[config.mk]
export PLATFORM = sky130hd
export DESIGN_NAME = scancode_to_char_with_buffer
export DESIGN_NICKNAME = d
export VERILOG_FILES = /design/src/hw/rtl/sctc_pkg.sv /design/src/hw/rtl/sctc_xlate.sv /design/src/hw/rtl/sctc_fifo.sv /design/src/hw/rtl/sctc_outq.sv /design/src/hw/rtl/scancode_to_char_with_buffer.sv
export SDC_FILE = /design/constraint.sdc
export NUM_CORES = 1
export LEC_CHECK = 0
export ABC_AREA = 1
export BUFFER_PORTS_ARGS = -buffer_cell sky130_fd_sc_hd__buf_2
export CORE_ASPECT_RATIO = 1.4
export CORE_UTILIZATION = 65
export CTS_BUF_LIST = sky130_fd_sc_hd__clkbuf_4 sky130_fd_sc_hd__clkbuf_8
export DETAILED_ROUTE_END_ITERATION = 7
export GPL_TIMING_DRIVEN = 0
export PLACE_DENSITY = 0.82
export SLEW_MARGIN = 15
export SYNTH_ARGS = -nofsm -noshare
export SYNTH_HDL_FRONTEND = slang
export SYNTH_SLANG_ARGS = --single-unit
[constraint.sdc]
create_clock -name clk_i -period 4.6 [get_ports clk_i]
set_clock_uncertainty 0.05 [all_clocks]
set_input_delay 0.23 -clock clk_i [delete_from_list [all_inputs] [get_ports clk_i]]
set_output_delay 0.23 -clock clk_i [all_outputs]
set_load 0.02 [all_outputs]
[src/hw/rtl/sctc_pkg.sv]
// ----------------------------------------------------------------------------
// Scancode translator package
// Request/result types, key codes, LED masks and the set 1 keymap tables.
// ----------------------------------------------------------------------------
package sctc_pkg;

  // Character buffer: BUFFER_DEPTH slots, FIFO_CAP usable; the count tells full from empty
  localparam int unsigned BUFFER_DEPTH = 32;
  localparam int unsigned PTR_W        = $clog2(BUFFER_DEPTH);
  localparam int unsigned CNT_W        = $clog2(BUFFER_DEPTH);
  localparam int unsigned FIFO_CAP     = BUFFER_DEPTH - 1;

  // Request opcodes
  localparam logic OP_SCAN = 1'b0;
  localparam logic OP_READ = 1'b1;

  // Key codes (scancode with the break bit stripped)
  localparam logic [6:0] KEY_LSHIFT = 7'h2A;
  localparam logic [6:0] KEY_RSHIFT = 7'h36;
  localparam logic [6:0] KEY_CTRL   = 7'h1D;
  localparam logic [6:0] KEY_ALT    = 7'h38;
  localparam logic [6:0] KEY_CAPS   = 7'h3A;
  localparam logic [6:0] KEY_NUM    = 7'h45;
  localparam logic [6:0] KEY_SCROLL = 7'h46;
  localparam logic [6:0] KEY_BSLASH = 7'h2B;
  localparam logic [6:0] KEY_SLASH  = 7'h35;
  localparam logic [6:0] KEY_PAD_LO = 7'h47;
  localparam logic [6:0] KEY_PAD_HI = 7'h51;
  localparam int unsigned KEY_COUNT = 84;

  // LED bits
  localparam logic [2:0] LED_SCROLL = 3'b001;
  localparam logic [2:0] LED_NUM    = 3'b010;
  localparam logic [2:0] LED_CAPS   = 3'b100;

  // Characters used by the caps lock fixups
  localparam logic [7:0] CH_NOKEY  = 8'h80;
  localparam logic [7:0] CH_PIPE   = 8'h7C;
  localparam logic [7:0] CH_BSLASH = 8'h5C;
  localparam logic [7:0] CH_QMARK  = 8'h3F;
  localparam logic [7:0] CASE_BIT  = 8'h20;

  typedef struct packed {
    logic       op;
    logic [7:0] scan_byte;
  } req_t;

  typedef struct packed {
    logic             char_valid;
    logic [7:0]       char_out;
    logic             overflow_drop;
    logic [CNT_W-1:0] chars_held;
    logic [2:0]       led_bits;
  } res_t;

  // Translator to buffer: character to enqueue
  typedef struct packed {
    logic       req;
    logic [7:0] ch;
  } push_t;

  localparam logic [7:0] MAP_PLAIN [KEY_COUNT] = '{
    8'h00, 8'h1B, 8'h31, 8'h32, 8'h33, 8'h34, 8'h35, 8'h36,
    8'h37, 8'h38, 8'h39, 8'h30, 8'h2D, 8'h3D, 8'h08, 8'h09,
    8'h71, 8'h77, 8'h65, 8'h72, 8'h74, 8'h7A, 8'h75, 8'h69,
    8'h6F, 8'h70, 8'h5B, 8'h5D, 8'h0A, 8'h80,
    8'h61, 8'h73, 8'h64, 8'h66, 8'h67, 8'h68, 8'h6A, 8'h6B,
    8'h6C, 8'h3B, 8'h27, 8'h60, 8'h80,
    8'h5C, 8'h79, 8'h78, 8'h63, 8'h76, 8'h62, 8'h6E, 8'h6D,
    8'h2C, 8'h2E, 8'h2F, 8'h80,
    8'h2A, 8'h80, 8'h20, 8'h80, 8'h80, 8'h80, 8'h80, 8'h80,
    8'h80, 8'h80, 8'h80, 8'h80, 8'h80,
    8'h80, 8'h80, 8'h80, 8'h37, 8'h38, 8'h39, 8'h80, 8'h34,
    8'h35, 8'h36, 8'h80,
    8'h31, 8'h32, 8'h33, 8'h30, 8'h7F
  };

  localparam logic [7:0] MAP_SHIFT [KEY_COUNT] = '{
    8'h00, 8'h1B, 8'h21, 8'h40, 8'h23, 8'h24, 8'h25, 8'h5E,
    8'h26, 8'h2A, 8'h28, 8'h29, 8'h5F, 8'h2B, 8'h08, 8'h09,
    8'h51, 8'h57, 8'h45, 8'h52, 8'h54, 8'h5A, 8'h55, 8'h49,
    8'h4F, 8'h50, 8'h7B, 8'h7D, 8'h0A, 8'h80,
    8'h41, 8'h53, 8'h44, 8'h46, 8'h47, 8'h48, 8'h4A, 8'h4B,
    8'h4C, 8'h3A, 8'h22, 8'h7E, 8'h80,
    8'h7C, 8'h59, 8'h58, 8'h43, 8'h56, 8'h42, 8'h4E, 8'h4D,
    8'h3C, 8'h3E, 8'h5F, 8'h80,
    8'h2A, 8'h80, 8'h20, 8'h80, 8'h80, 8'h80, 8'h80, 8'h80,
    8'h80, 8'h80, 8'h80, 8'h80, 8'h80,
    8'h80, 8'h80, 8'h80, 8'h37, 8'h38, 8'h39, 8'h80, 8'h34,
    8'h35, 8'h36, 8'h80,
    8'h31, 8'h32, 8'h33, 8'h30, 8'h7F
  };

  // Keymap lookup. Caps lock flips the case of letters, swaps the
  // backslash/pipe key, turns '_' on the slash key into '?' when shifted,
  // and blanks the keypad (except 0 and Del) when unshifted.
  function automatic logic [7:0] key_map(input logic [6:0] key,
                                         input logic       shift,
                                         input logic       caps);
    logic [7:0] base;
    logic       letter;
    base   = 8'h00;
    letter = 1'b0;
    if (key < 7'(KEY_COUNT)) begin
      base   = shift ? MAP_SHIFT[key] : MAP_PLAIN[key];
      letter = (base >= 8'h61 && base <= 8'h7A) || (base >= 8'h41 && base <= 8'h5A);
      if (caps) begin
        if (letter) begin
          base = base ^ CASE_BIT;
        end else if (key == KEY_BSLASH) begin
          base = shift ? CH_BSLASH : CH_PIPE;
        end else if (key == KEY_SLASH && shift) begin
          base = CH_QMARK;
        end else if (!shift && key >= KEY_PAD_LO && key <= KEY_PAD_HI) begin
          base = CH_NOKEY;
        end
      end
    end
    return base;
  endfunction

endpackage

[src/hw/rtl/sctc_xlate.sv]
// ----------------------------------------------------------------------------
// Scancode translator: key decode
// Tracks shift and lock LEDs and maps make codes to characters.
// ----------------------------------------------------------------------------
module sctc_xlate (
  input  logic          clk_i,
  input  logic          rst_ni,
  input  logic          fire_i,
  input  sctc_pkg::req_t req_i,
  output sctc_pkg::push_t push_o,
  output logic [2:0]    led_bits_o
);
  import sctc_pkg::*;

  logic       shift_q, shift_d;
  logic [2:0] leds_q, leds_d;
  logic [6:0] key;
  logic       make;
  logic       is_scan;
  logic [7:0] ch;

  assign key     = req_i.scan_byte[6:0];
  assign make    = !req_i.scan_byte[7];
  assign is_scan = (req_i.op == OP_SCAN);

  // Key decode; special keys first
  always_comb begin
    shift_d = shift_q;
    leds_d  = leds_q;
    ch      = 8'h00;
    if (is_scan) begin
      priority if (key == KEY_LSHIFT || key == KEY_RSHIFT) begin
        shift_d = make;
      end else if (key == KEY_CTRL || key == KEY_ALT) begin
        ch = 8'h00;
      end else if (key == KEY_CAPS) begin
        if (make) leds_d = leds_q ^ LED_CAPS;
      end else if (key == KEY_NUM) begin
        if (make) leds_d = leds_q ^ LED_NUM;
      end else if (key == KEY_SCROLL) begin
        if (make) leds_d = leds_q ^ LED_SCROLL;
      end else begin
        ch = key_map(key, shift_q, (leds_q & LED_CAPS) != 3'b000);
      end
    end
  end

  assign push_o.req  = is_scan && make && (ch != 8'h00);
  assign push_o.ch   = ch;
  assign led_bits_o  = leds_d;

  // Key state
  always_ff @(posedge clk_i or negedge rst_ni) begin
    if (!rst_ni) begin
      shift_q <= 1'b0;
      leds_q  <= 3'b000;
    end else if (fire_i) begin
      shift_q <= shift_d;
      leds_q  <= leds_d;
    end
  end

endmodule

[src/hw/rtl/sctc_fifo.sv]
// ----------------------------------------------------------------------------
// Scancode translator: character buffer
// Circular buffer of translated characters; drops on full, pops on read.
// ----------------------------------------------------------------------------
module sctc_fifo (
  input  logic                      clk_i,
  input  logic                      rst_ni,
  input  logic                      fire_i,
  input  logic                      pop_req_i,
  input  sctc_pkg::push_t           push_i,
  output logic                      pop_valid_o,
  output logic [7:0]                pop_char_o,
  output logic                      drop_o,
  output logic [sctc_pkg::CNT_W-1:0] held_o
);
  import sctc_pkg::*;

  logic [7:0]       mem_q [BUFFER_DEPTH];
  logic [PTR_W-1:0] wr_ptr_q, rd_ptr_q;
  logic [CNT_W-1:0] cnt_q, cnt_d;
  logic             full, empty;
  logic             do_push, do_pop;

  assign full    = (cnt_q == CNT_W'(FIFO_CAP));
  assign empty   = (cnt_q == '0);
  assign do_pop  = pop_req_i && !empty;
  assign do_push = push_i.req && !full;

  assign pop_valid_o = do_pop;
  assign pop_char_o  = do_pop ? mem_q[rd_ptr_q] : 8'h00;
  assign drop_o      = push_i.req && full;

  // Fill count after this request
  always_comb begin
    cnt_d = cnt_q;
    if (do_pop)  cnt_d = cnt_q - CNT_W'(1);
    if (do_push) cnt_d = cnt_q + CNT_W'(1);
  end
  assign held_o = cnt_d;

  // Pointers and count
  always_ff @(posedge clk_i or negedge rst_ni) begin
    if (!rst_ni) begin
      wr_ptr_q <= '0;
      rd_ptr_q <= '0;
      cnt_q    <= '0;
    end else if (fire_i) begin
      cnt_q <= cnt_d;
      if (do_push) begin
        wr_ptr_q <= (wr_ptr_q == PTR_W'(BUFFER_DEPTH - 1)) ? '0 : wr_ptr_q + PTR_W'(1);
      end
      if (do_pop) begin
        rd_ptr_q <= (rd_ptr_q == PTR_W'(BUFFER_DEPTH - 1)) ? '0 : rd_ptr_q + PTR_W'(1);
      end
    end
  end

  // Storage, no reset
  always_ff @(posedge clk_i) begin
    if (fire_i && do_push) begin
      mem_q[wr_ptr_q] <= push_i.ch;
    end
  end

endmodule

[src/hw/rtl/sctc_outq.sv]
// ----------------------------------------------------------------------------
// Scancode translator: result queue
// Two-entry result buffer so a stalled receiver does not block the stage.
// ----------------------------------------------------------------------------
module sctc_outq (
  input  logic          clk_i,
  input  logic          rst_ni,
  input  logic          push_i,
  input  sctc_pkg::res_t data_i,
  output logic          room_o,
  output logic          out_valid_o,
  input  logic          out_stall_i,
  output sctc_pkg::res_t out_o
);
  import sctc_pkg::*;

  res_t       head_q, tail_q;
  logic [1:0] cnt_q;
  logic       pop;

  assign room_o      = (cnt_q != 2'd2);
  assign out_valid_o = (cnt_q != 2'd0);
  assign out_o       = head_q;
  assign pop         = out_valid_o && !out_stall_i;

  // Occupancy
  always_ff @(posedge clk_i or negedge rst_ni) begin
    if (!rst_ni) begin
      cnt_q <= 2'd0;
    end else if (push_i && !pop) begin
      cnt_q <= cnt_q + 2'd1;
    end else if (pop && !push_i) begin
      cnt_q <= cnt_q - 2'd1;
    end
  end

  // Entries: head is always the oldest
  always_ff @(posedge clk_i) begin
    if (pop) begin
      head_q <= (push_i && cnt_q == 2'd1) ? data_i : tail_q;
      if (push_i && cnt_q == 2'd2) tail_q <= data_i;
    end else if (push_i) begin
      if (cnt_q == 2'd0) head_q <= data_i;
      else               tail_q <= data_i;
    end
  end

endmodule

[src/hw/rtl/scancode_to_char_with_buffer.sv]
// ----------------------------------------------------------------------------
// Scancode set 1 to character translator with receive buffer
// Input register, key decode plus buffer update, two-entry result queue.
// ----------------------------------------------------------------------------
// Usage:
//   Requests come in on in_valid_i / in_i and are taken when in_stall_o is
//   low. op = scan: scan_byte is a set 1 code (bit 7 = release); shift and
//   lock keys update state, other make codes are translated and queued in a
//   31-character buffer (dropped with overflow_drop when full). op = read:
//   the oldest queued character is returned with char_valid.
//   Every request yields exactly one result on out_valid_o / out_o, taken
//   when out_stall_i is low; chars_held and led_bits show state after it.
//   Path: a request is held in the input register, decoded and applied to
//   the buffer, and its result is written into the result queue. Throughput:
//   one request per cycle while the result queue has room, set by the single
//   decode/buffer stage between the input register and the result queue.
//   Stall: the result queue holds two results; in_stall_o rises only when
//   both are held and a request waits in the input register.
//   Reset: shift, LEDs and the buffer are cleared; the block is ready as soon
//   as reset is released, with no clearing pass.
// ----------------------------------------------------------------------------
module scancode_to_char_with_buffer (
  input  logic           clk_i,
  input  logic           rst_ni,
  input  logic           in_valid_i,
  output logic           in_stall_o,
  input  sctc_pkg::req_t in_i,
  output logic           out_valid_o,
  input  logic           out_stall_i,
  output sctc_pkg::res_t out_o
);
  import sctc_pkg::*;

  logic       in_valid_q;
  req_t       in_q;
  logic       room;
  logic       fire;
  logic       accept;
  push_t      push;
  logic [2:0] led_bits;
  logic       pop_valid;
  logic [7:0] pop_char;
  logic       drop;
  logic [CNT_W-1:0] held;
  res_t       res;

  assign fire       = in_valid_q && room;
  assign in_stall_o = in_valid_q && !room;
  assign accept     = in_valid_i && !in_stall_o;

  // Input register
  always_ff @(posedge clk_i or negedge rst_ni) begin
    if (!rst_ni) begin
      in_valid_q <= 1'b0;
    end else if (accept) begin
      in_valid_q <= 1'b1;
    end else if (fire) begin
      in_valid_q <= 1'b0;
    end
  end

  always_ff @(posedge clk_i) begin
    if (accept) in_q <= in_i;
  end

  sctc_xlate u_xlate (
    .clk_i      (clk_i),
    .rst_ni     (rst_ni),
    .fire_i     (fire),
    .req_i      (in_q),
    .push_o     (push),
    .led_bits_o (led_bits)
  );

  sctc_fifo u_fifo (
    .clk_i       (clk_i),
    .rst_ni      (rst_ni),
    .fire_i      (fire),
    .pop_req_i   (in_q.op == OP_READ),
    .push_i      (push),
    .pop_valid_o (pop_valid),
    .pop_char_o  (pop_char),
    .drop_o      (drop),
    .held_o      (held)
  );

  // Result assembly
  always_comb begin
    res.char_valid    = pop_valid;
    res.char_out      = pop_char;
    res.overflow_drop = drop;
    res.chars_held    = held;
    res.led_bits      = led_bits;
  end

  sctc_outq u_outq (
    .clk_i       (clk_i),
    .rst_ni      (rst_ni),
    .push_i      (fire),
    .data_i      (res),
    .room_o      (room),
    .out_valid_o (out_valid_o),
    .out_stall_i (out_stall_i),
    .out_o       (out_o)
  );

endmodule

==> results of run 1 <==
==> through the flow <==
| stage | cells | hold slack (ps) |
|---|---|---|
| 2_1_floorplan | 1425 | -116 |
| 3_3_place_gp | 1758 | 204 |
| 3_5_place_dp | 1760 | 199 |
| 4_1_cts | 1859 | 126 |
| 5_1_grt | 1877 | 149 |
| 6_report | 1877 | 138 |
==> what timing repair did <==
item / CTS / global route
pin swaps: 9 / 7
setup buffers: 11 / 18
hold buffers: 11 / 0
hold endpoints to repair: 32 / 0
gates cloned: 0 / 0
endpoints found under the setup margin: 256 / 288
gates resized for setup: 55 / 19
==> critical path, delay by kind of cell, from the launching register on <==
| kind | cells | cell delay [ps] |
|---|---|---|
| adders and majority gates | 1 | 340 |
| buffers and inverters | 3 | 570 |
| and+or+nand+nor | 24 | 2690 |
| DFF | 1 | 480 |
==> cell families after synthesis <==
group	count (synthesis)	synth area share, %
xor+xnor	11	0.643
compound gates	296	11.5
simple gates	604	17.0
fa+ha+maj	30	2.50
flops	323	64.0
buf+inv	161	4.33
==> cell type report <==
class | instances | area [um2] | share of cell area (%)
Sequential cell | 323 | 9590 | 55.9
Multi-Input combinational cell | 941 | 5030 | 29.3
Clock buffer | 60 | 732 | 4.27
Timing Repair Buffer | 74 | 657 | 3.83
Tap cell | 301 | 377 | 2.19
Inverter | 92 | 349 | 2.03
Buffer | 69 | 310 | 1.81
Clock inverter | 17 | 120 | 0.700
==> registers in the layout, summed over array words and instances, names as in the netlist, 2 cells and up <==
register         cells
u_fifo.rd_ptr_q      5
u_outq.out_o        18
u_fifo.wr_ptr_q      5
u_xlate.leds_q       3
u_outq.cnt_q         2
u_outq.tail_q       18
u_fifo.mem_q       256
u_fifo.cnt_q         5
in_q                 9
==> metal layers <==
metal / routed length, um / global-route usage [%]
met1: 14000 / 39.3
met2: 21900 / 63.3
met3: 3660 / 6.72
met4: 3280 / 26.0
met5: 0 / 0
==> layout by cell type (no fill, tap or decap), types with 4 or more instances in the layout <==
cell type / count
a21oi_1: 18
a31oi_1: 5
a41oi_1: 6
buf_12: 12
buf_2: 37
buf_4: 20
buf_6: 6
clkbuf_1: 57
clkbuf_4: 15
clkbuf_8: 45
clkinv_1: 12
clkinv_2: 5
clkinvlp_4: 4
dfrtp_1: 22
dlygate4sd3_1: 11
edfxtp_1: 301
ha_1: 30
inv_1: 81
inv_2: 4
nand2_1: 255
nand2_2: 4
nand3_1: 92
nand4_1: 11
nor2_1: 178
nor2_4: 33
nor3_1: 8
o211ai_1: 9
o21ai_0: 170
o21ai_1: 10
o221ai_1: 27
o22ai_1: 40
xor2_1: 9
==> where the power goes <==
part	switching [mW]	internal [mW]
clock	1.06	1.10
combinational	2.91	1.04
sequential	0.152	3.74
total	4.12	5.87
==> final timing paths <==
kind                                       endpoint  cells after the start         from  slack (ps)
min in group clk_i                  u_outq.cnt_q[0]                      5  out_stall_i         150
worst min register to register      u_xlate.shift_q                      1      in_q[7]         420
worst min-delay path                u_fifo.cnt_q[0]                      2       rst_ni         140
worst max register to register  u_fifo.mem_q[23][7]                     28      in_q[1]         180
max in group asynchronous        u_fifo.rd_ptr_q[3]                      2       rst_ni        3960
worst max-delay path            u_fifo.mem_q[23][7]                     28      in_q[1]         180
==> impl_results.md, run 1 <==
- Hold/Removal Path Class: input port to asynchronous set/reset pin
- CP endpoint kind: flip-flop
- Status: finished, final reports clean
- CTS tree: built
- Largest net degree at the start of global routing: 33
- DP Area: 15500 um2
- Fill count: 1464
- Slew of the pin with the lowest slew margin: 1210 ps
- RSZ-0062 raised after global routing: false
- Synth Register Bits: around 320
- Arr. time, crit path: 4640 ps
- Post-layout min period: 4420 ps
- Fin nets: 1589
- Post-synthesis cell type count: between 40 and 50
- Post-route cell area: 17200 um2
- Final hold violations: 0
- Placed wire-length estimate: 28900 um
- Max-slew violation count: 0
- Startpoint types: flip-flop
- Initial antenna violation count: 0
- Post-synth top area share: 60.3%
- GRT Resource Usage Total: a little over a third
- Vias in the first global route: 11400
- Count leader, synth: edfxtp_1
- Via Count: 11800
- Setup Crit Path Kind: flip-flop to flip-flop
- N_diodes: 0
- Die area: 23700 um2
- CTS sink count: 323
- Die height: 182 um
- CTS H-tree lvls: 2
- Max Cap Violations: 0
- Routability Congestion: 0.980
- EDFF count, synth: ~300
- Req. time, crit path: 4820 ps
- Asr flop ratio synth: 6.81%
- Design Power: 9.99 mW
- CP Max Fanout: 10
- Top cell by count, worst path: nand2_1
- Initial DRC count: 1220
- Commonest cells post-synth: edfxtp_1, nand2_1, nor2_1
- Synthesized Nets: about 1500
- Post-synthesis cell count: roughly 1400
- Synthesis-to-finish area growth: 14.5%
- Sequential area share after synthesis: between 60% and 70%
- Total global routing overflow: 0
- Final core utilization: between 70% and 80%
- Global-route wire length before repair: 62700 um
- Post-Syn Area per Cell: 10.5 um2
- Pre-CTS setup slack: -386 ps
- Core ar.: 22600 um2
- Critical Path Max Stage Delay: approximately 480 ps
- Final wirelength: around 43000 um
- Setup ws final: 180 ps
- Max clock buf depth: 3
- Top cells by area, synth: edfxtp_1, nand2_1, o21ai_0, nor2_1, dfrtp_1
- Synth area leader: edfxtp_1
- Initial core utilization: 66.3%
- Root Buffer: clkbuf_8
- Io pins: 33
- Warnings from Yosys: 0
- # rows: 65
- Die span in x: 130 um
- Ys flop type: edfxtp_1
- Fmax: 0.226 GHz
- Crit-path slowest cell: edfxtp_1
- P_leak: 6.38 nW
- Period utilisation layout: 96.1%
- # DRC: 0
- CTS buffer count: 45
- Routed len/inst: 22.8 um
- Worst skew pair latency: just under 600 ps
- Worst-path clk slew: 70 ps
- Post-Syn Area: 15000 um2
- Slew headroom: 19.0%
- Endpoints failing setup: 0
- Routed Antenna Nets: 0
- Max VDD drop: 0.000491 V
- Number of detailed-route iterations in the first pass: 6
- Buffers on Ports: 32
- Vias per cell: 6.30
- Share of cells above drive strength 1: about an eighth
- PwrDens: 582 nW/um2
- Setup TNS Final: 0 ps
(Power assumes the default switching activity.)
==> run 2: changes to the inputs <==
==> constraint.sdc (replaced) <==
create_clock -name clk_i -period 4.6 [get_ports clk_i]
set_clock_uncertainty 0.05 [all_clocks]
set_input_delay 1.38 -clock clk_i [delete_from_list [all_inputs] [get_ports clk_i]]
set_output_delay 1.38 -clock clk_i [all_outputs]
set_load 0.02 [all_outputs]
==> run 2 against run 1 <==
Against the previous run: worst hold slack improved by 280 ps; wire length down 0.64%; total power decreased by 0.19%; via count decreased by 0.70%; sequential power hardly changed; core utilization shrank 0.49 points; critical endpoint unchanged.
==> impl_results.md, run 2 (same netlist as run 1, synthesis figures left out) <==
- Status: finished, final reports clean
- Period utilisation layout: 96.0% (-0.12 points)
- Routed Antenna Nets: 0 (unchanged)
- N_diodes: 0 (unchanged)
- Max reg flops: 256 (unchanged)
- Synthesis-to-finish area growth: 13.8%
- CTS sink count: 323 (unchanged)
- Kind of cell adding the most delay to the critical path: simple AND/OR/NAND/NOR gates
- Max Cap Violations: 0 (unchanged)
- Root Buffer: clkbuf_8
- Vias per cell: 6.29 (-0.12%)
- RSZ-0062 raised after global routing: false
- Placed wire-length estimate: 28900 um (unchanged)
- CP Max Fanout: 10 (unchanged)
- Req. time, crit path: 4820 ps (about the same)
- Arr. time, crit path: 4630 ps (about the same)
- Die height: 182 um (unchanged)
- CTS buffer count: 45 (unchanged)
- Worst-path clk slew: 60 ps (about the same)
- Initial antenna violation count: 0 (unchanged)
- Max VDD drop: 0.000489 V (-0.28%)
- Setup Crit Path Kind: flip-flop to flip-flop
- Number of detailed-route iterations in the first pass: 6 (unchanged)
- Initial DRC count: 1226 (+0.49%)
- Hold/Removal Path Class: flip-flop to flip-flop
- Global-route wire length before repair: 62500 um (-0.22%)
- Max-slew violation count: 0 (unchanged)
- Die span in x: 130 um (unchanged)
- Worst skew pair latency: 580 ps (about the same)
- CTS H-tree lvls: 2 (unchanged)
- Fmax: 0.227 GHz (+0.12%)
- Top cell by count, worst path: nand2_1
- P_leak: 6.33 nW (-0.72%)
- Vias in the first global route: 11300 (-0.32%)
- # DRC: 0 (unchanged)
- Routed len/inst: 22.8 um (about the same)
- Max clock buf depth: 3 (unchanged)
- Setup ws final: 185 ps (+5.34 ps)
- Largest net degree at the start of global routing: 33 (unchanged)
- Startpoint types: flip-flop
- Share of cells above drive strength 1: 13.2% (+0.092 points)
- Buffers on Ports: 32 (unchanged)
- Critical Path Max Stage Delay: 490 ps (about the same)
- Fin nets: 1578 (-0.69%)
- Io pins: 33 (unchanged)
- CP endpoint kind: flip-flop
- Post-layout min period: 4410 ps (-5.34 ps)
- CTS tree: built
- Slew of the pin with the lowest slew margin: 1180 ps (-31.0 ps)
- Routability Congestion: 0.980 (unchanged)
- Commonest non-fill, non-tap cell in the layout: edfxtp_1
- Final wirelength: 42500 um (-0.64%)
- Via Count: 11700 (-0.70%)
- GRT Resource Usage Total: 36.3% (-0.083 points)
- Initial core utilization: 66.3% (unchanged)
- Die area: 23700 um2 (unchanged)
- Hold Buf Count CTS: 0 (-11)
- Crit-path slowest cell: edfxtp_1
- Core ar.: 22600 um2 (unchanged)
- Slew headroom: 21.0% (+2.1 points)
- Bufs and invs on worst path: 3 (unchanged)
- PwrDens: 585 nW/um2 (+0.46%)
- Setup TNS Final: 0 ps (unchanged)
- Total global routing overflow: 0 (unchanged)
- Most frequent cells in the layout: edfxtp_1, nand2_1, nor2_1, o21ai_0, nand3_1
- Endpoints failing setup: 0 (unchanged)
- # rows: 65 (unchanged)
- Final hold violations: 0 (unchanged)
- Biggest register: u_fifo.mem_q
- Pre-CTS setup slack: -386 ps (unchanged)
-- run 2: cell count changes in the layout (fill, tap and decap cells not counted), sizes merged --
cell and delta:
dlygate4sd3 -11
-- run 2: area by class of cell --
cell class / count / area [um2]
Clock inverter: 17 / 120
Multi-Input combinational cell: 941 / 5030
Inverter: 92 / 349
Tap cell: 301 / 377
Fill cell: 1476 / 5560
Buffer: 69 / 310
Clock buffer: 60 / 732
Timing Repair Buffer: 63 / 547
Sequential cell: 323 / 9590
-- run 2: worst paths after layout --
path,from,endpoint,slack [ps],depth (start not counted)
max,in_q[1],u_fifo.mem_q[23][7],190,28
max in group asynchronous,rst_ni,u_fifo.rd_ptr_q[3],3350,1
min in group asynchronous,rst_ni,u_fifo.cnt_q[0],750,1
max reg2reg,in_q[1],u_fifo.mem_q[23][7],190,28
min,in_q[7],u_xlate.shift_q,420,1
min reg2reg,in_q[7],u_xlate.shift_q,420,1
-- run 2: power by group --
group	switching [mW]	total [mW]	internal [mW]	leakage, nW
Clock	1.05	2.15	1.10	0.447
Combinational	2.91	3.94	1.03	2.81
Sequential	0.151	3.89	3.74	3.08
-- run 2: through the flow --
| step | area, um2 | power (mW) | utilization, % | cells | hold WS (ps) |
|---|---|---|---|---|---|
| finish | 17100 | 9.97 | 75.4 | 1866 | 419 |
| global route | 17100 | 10.4 | 75.4 | 1866 | 454 |
| CTS | 16800 | 9.78 | 74.3 | 1848 | 423 |
| detailed placement | 15500 | 7.63 | 68.8 | 1760 | 414 |
| global placement | 15500 | 7.52 | 68.7 | 1758 | 403 |
| floorplan | 15000 | 6.25 | - | 1425 | 388 |
-- run 2: routing by layer --
metal  track usage, %  up-vias  part of all wire [%]
met3             6.72      206                   8.4
met2             63.0      703                    51
met5                0        -                     0
li1                 -     5264                     -
met1             39.2     5570                    33
met4             26.0        0                   8.0
-- run 2: what timing repair did --
| item | in CTS | in global routing |
|---|---|---|
| pin swaps | 9 | 7 |
| resized for setup | 55 | 19 |
| setup buffers | 11 | 18 |
| setup endpoints to repair | 256 | 288 |
-- run 2: worst register-to-register path: cells and delay by family, from the launching register on --
kind	cells	cell delay, ps
and+or+nand+nor	24	2680
buffers and inverters	3	580
DFF	1	490
adders and majority gates	1	330
==> run 3: changes to the inputs <==
--- a/config.mk
+++ b/config.mk
@@ -13,7 +13,9 @@
 export DETAILED_ROUTE_END_ITERATION = 7
 export GPL_TIMING_DRIVEN = 0
 export PLACE_DENSITY = 0.82
+export REMOVE_ABC_BUFFERS = 1
 export SLEW_MARGIN = 15
 export SYNTH_ARGS = -nofsm -noshare
 export SYNTH_HDL_FRONTEND = slang
+export SYNTH_HIERARCHICAL = 1
 export SYNTH_SLANG_ARGS = --single-unit
==> run 3 against run 2 <==
Against the previous run: die area grew 8.6%; sequential cell count unchanged; critical path depth stayed put; final cell count is 15% higher; final area increased by 5.9%; global-route usage down 3.6 points; synthesized area is 8.7% higher; first-iteration DRC count decreased by 3.3%; core utilization decreased by 2.2 points; synthesized cell count is 24% higher; largest cell class unchanged; largest power group is now registers.
==> impl_results.md, run 3 <==
- CP Max Fanout: 8 (-2)
- Fmax: 0.225 GHz (-0.81%)
- Post-Synth Adder-Cell Area: 2.30% (-0.20 points)
- Warnings from Yosys: 6 (+6)
- Io pins: 33 (unchanged)
- Largest net degree at the start of global routing: 79 (+140%)
- Asr flop ratio synth: 6.81% (unchanged)
- Sequential area share after synthesis: 58.9% (-5.1 points)
- Post-synthesis cell type count: 45 (unchanged)
- Setup ws final: 149 ps (-36.1 ps)
- Routability Congestion: 0.998 (+1.8%)
- Fin nets: 1840 (+17%)
- Simple-Gate Fraction of Synth Area: 26.5% (+9.5 points)
- Mux share of post-synthesis cell area: 0% (unchanged)
- Commonest non-fill, non-tap cell in the layout: nand2_1
- Register area: 9600 um2 (about the same)
- Commonest cells post-synth: nand2_1, edfxtp_1, nand3_1
- Slew of the pin with the lowest slew margin: 1220 ps (+36.8 ps)
- CTS sink count: 323 (unchanged)
- # rows: 68 (+4.6%)
- Worst skew pair latency: 580 ps (about the same)
- # DRC: 0 (unchanged)
- P_leak: 7.70 nW (+22%)
- Max Cap Violations: 0 (unchanged)
- Most frequent cells in the layout: nand2_1, edfxtp_1, nand3_1, inv_1, nor2_1
- Vias per cell: 5.96 (-5.3%)
- Initial core utilization: 66.0% (-0.27 points)
- Hold/Removal Path Class: flip-flop to flip-flop
- Worst-path clk slew: 60 ps (about the same)
- Worst hold margin: 418 ps (-0.844 ps)
- CTS H-tree lvls: 2 (unchanged)
- Initial antenna violation count: 0 (unchanged)
- Pre-CTS setup slack: -1550 ps (-1160 ps)
- Post-Syn Area: 16300 um2 (+8.7%)
- Synth area leader: edfxtp_1
- Via Count: 12800 (+9.0%)
- Post-Syn Area per Cell: 9.23 um2 (-12%)
- Initial DRC count: 1186 (-3.3%)
- Reg2reg end: u_fifo/mem_q[0][7]
- R2r worst-path depth: 28 (unchanged)
- Synth Register Bits: 323 (unchanged)
- Design Power: 10.1 mW (+1.2%)
- Compound-gate portion of the synthesized area: 3.13% (-8.4 points)
- Placed wire-length estimate: 24200 um (-16%)
- Routed Antenna Nets: 0 (unchanged)
- Top cell by count, worst path: nand2_1
- Root Buffer: clkbuf_8
- Max clock buf depth: 3 (unchanged)
- Count leader, synth: nand2_1
- Worst r2r src: in_q[0]
- Arr. time, crit path: 4630 ps (about the same)
- N_diodes: 0 (unchanged)
- Worst Hold Launch: in_q[7]
- Fill count: 1694 (+15%)
- Post-synth top area share: 55.5% (-4.8 points)
- Buffers on Ports: 32 (unchanged)
- EDFF count, synth: 301 (unchanged)
- Req. time, crit path: 4780 ps (-40 ps)
- Multi-input gate area: 5640 um2 (+12%)
- Endpoints failing setup: 0 (unchanged)
- Xor/xnor cell area share of the yosys netlist: 0.323% (-0.32 points)
- Max VDD drop: 0.000503 V (+2.9%)
- Final hold violations: 0 (unchanged)
- Vias in the first global route: 12500 (+10%)
- Setup TNS Final: 0 ps (unchanged)
- Largest family of logic cells by synthesized area: simple AND/OR/NAND/NOR gates
- Share of cells above drive strength 1: 14.2% (+1.0 points)
- Startpoint types: flip-flop
- Bufs and invs on worst path: 8 (+5)
- Crit-path slowest cell: edfxtp_1
- Setup Crit Path Kind: flip-flop to flip-flop
- Number of detailed-route iterations in the first pass: 5 (-1)
- Period utilisation layout: 96.8% (+0.78 points)
- Slew headroom: 18.6% (-2.5 points)
- Post-synthesis cell count: 1765 (+24%)
- GRT Resource Usage Total: 32.7% (-3.6 points)
- CTS buffer count: 44 (-2.2%)
- Hold path depth: 1 (unchanged)
- PwrDens: 559 nW/um2 (-4.4%)
- R2R Setup Slk: 150 ps (-40 ps)
- CP endpoint kind: flip-flop
- Critical Path Max Stage Delay: 460 ps (-30 ps)
- CTS tree: built
- Post-layout min period: 4450 ps (+36.1 ps)
- Biggest register: u_fifo/mem_q
- Top cells by area, synth: edfxtp_1, nand2_1, nand3_1, inv_1, dfrtp_1
- Final wirelength: 41100 um (-3.4%)
- Die height: 189 um (+4.2%)
- Max reg flops: 256 (unchanged)
- Core ar.: 24700 um2 (+9.1%)
- Synthesis-to-finish area growth: 10.9%
- Routed len/inst: 19.1 um (-16%)
- Max-slew violation count: 0 (unchanged)
- Die span in x: 136 um (+4.2%)
- Hold Path Sink: u_xlate/shift_q
- Status: finished, final reports clean
- Total global routing overflow: 0 (unchanged)
- Global-route wire length before repair: 63400 um (+1.4%)
- Ys flop type: edfxtp_1
- Die area: 25700 um2 (+8.6%)
- Kind of cell adding the most delay to the critical path: simple AND/OR/NAND/NOR gates
run 3: changes by cell type in the layout (fill, tap and decap cells not counted), sizes merged, moves of 8 or more:
cell    change
nor2      -103
nand3     +195
o21ai     -136
o221ai     -27
nor3        +8
or2        +40
clkbuf     -57
o22ai      -41
nand2     +243
buf        -11
inv       +163
run 3: worst max-delay path by stage:
stage                     slack (ps)                   to               start  cells after the start
after global routing             -70   u_fifo/mem_q[3][6]             in_q[0]                     28
after detailed placement       -1550  u_fifo/mem_q[26][5]             in_q[3]                     23
after global placement         -3440     u_outq/out_o[12]  u_fifo/rd_ptr_q[0]                     10
after floorplan                 -540     u_outq/out_o[13]  u_fifo/rd_ptr_q[0]                     11
after CTS                        -20   u_fifo/mem_q[6][3]             in_q[0]                     27
final                            150   u_fifo/mem_q[0][7]             in_q[0]                     28
run 3: cells by family (layout without fill, tap and decap cells):
| family | Yosys count | in the layout |
|---|---|---|
| flops | 323 | 323 |
| simple gates | 983 | 983 |
| xor+xnor | 6 | 6 |
| compound gates | 89 | 89 |
| fa+ha+maj | 30 | 30 |
| buf+inv | 334 | 402 |
run 3: metrics by stage:
stage               util (%)  cells  cell area [um2]
floorplan                  -   1686            15800
global placement        66.3   2033            16400
detailed placement      66.6   2036            16400
CTS                     72.3   2136            17800
global route            73.2   2148            18100
finish                  73.2   2148            18100
run 3: what timing repair did:
item                                    in CTS  in global routing
hold buffers                                 0                  0
resized for setup                           79                 24
setup buffers                               18                 12
endpoints found under the setup margin     444                259
pin swaps                                    3                  9
run 3: area by class of cell:
class                      count  share of cell area [%]
inverter                     255                    5.42
clock buffer                  59                    4.05
clock inverter                23                    1.22
timing repair buffer          65                    2.78
multi-input combinational   1108                    31.2
sequential                   323                    53.1
tap                          315                    2.18
run 3: where the power goes:
| group | leakage [nW] | total, mW | internal, mW | switching (mW) |
|---|---|---|---|---|
| combinational | 4.12 | 3.64 | 1.06 | 2.58 |
| clock | 0.509 | 2.33 | 1.27 | 1.05 |
| sequential | 3.07 | 4.13 | 3.71 | 0.422 |
run 3: metal layers:
layer / vias to the layer above / track usage (%) / part of all wire (%)
li1: 5860 / - / -
met4: 0 / 23.2 / 6.7
met2: 694 / 56.0 / 51
met3: 196 / 4.74 / 7.4
met1: 6052 / 37.2 / 35
met5: - / 0 / 0
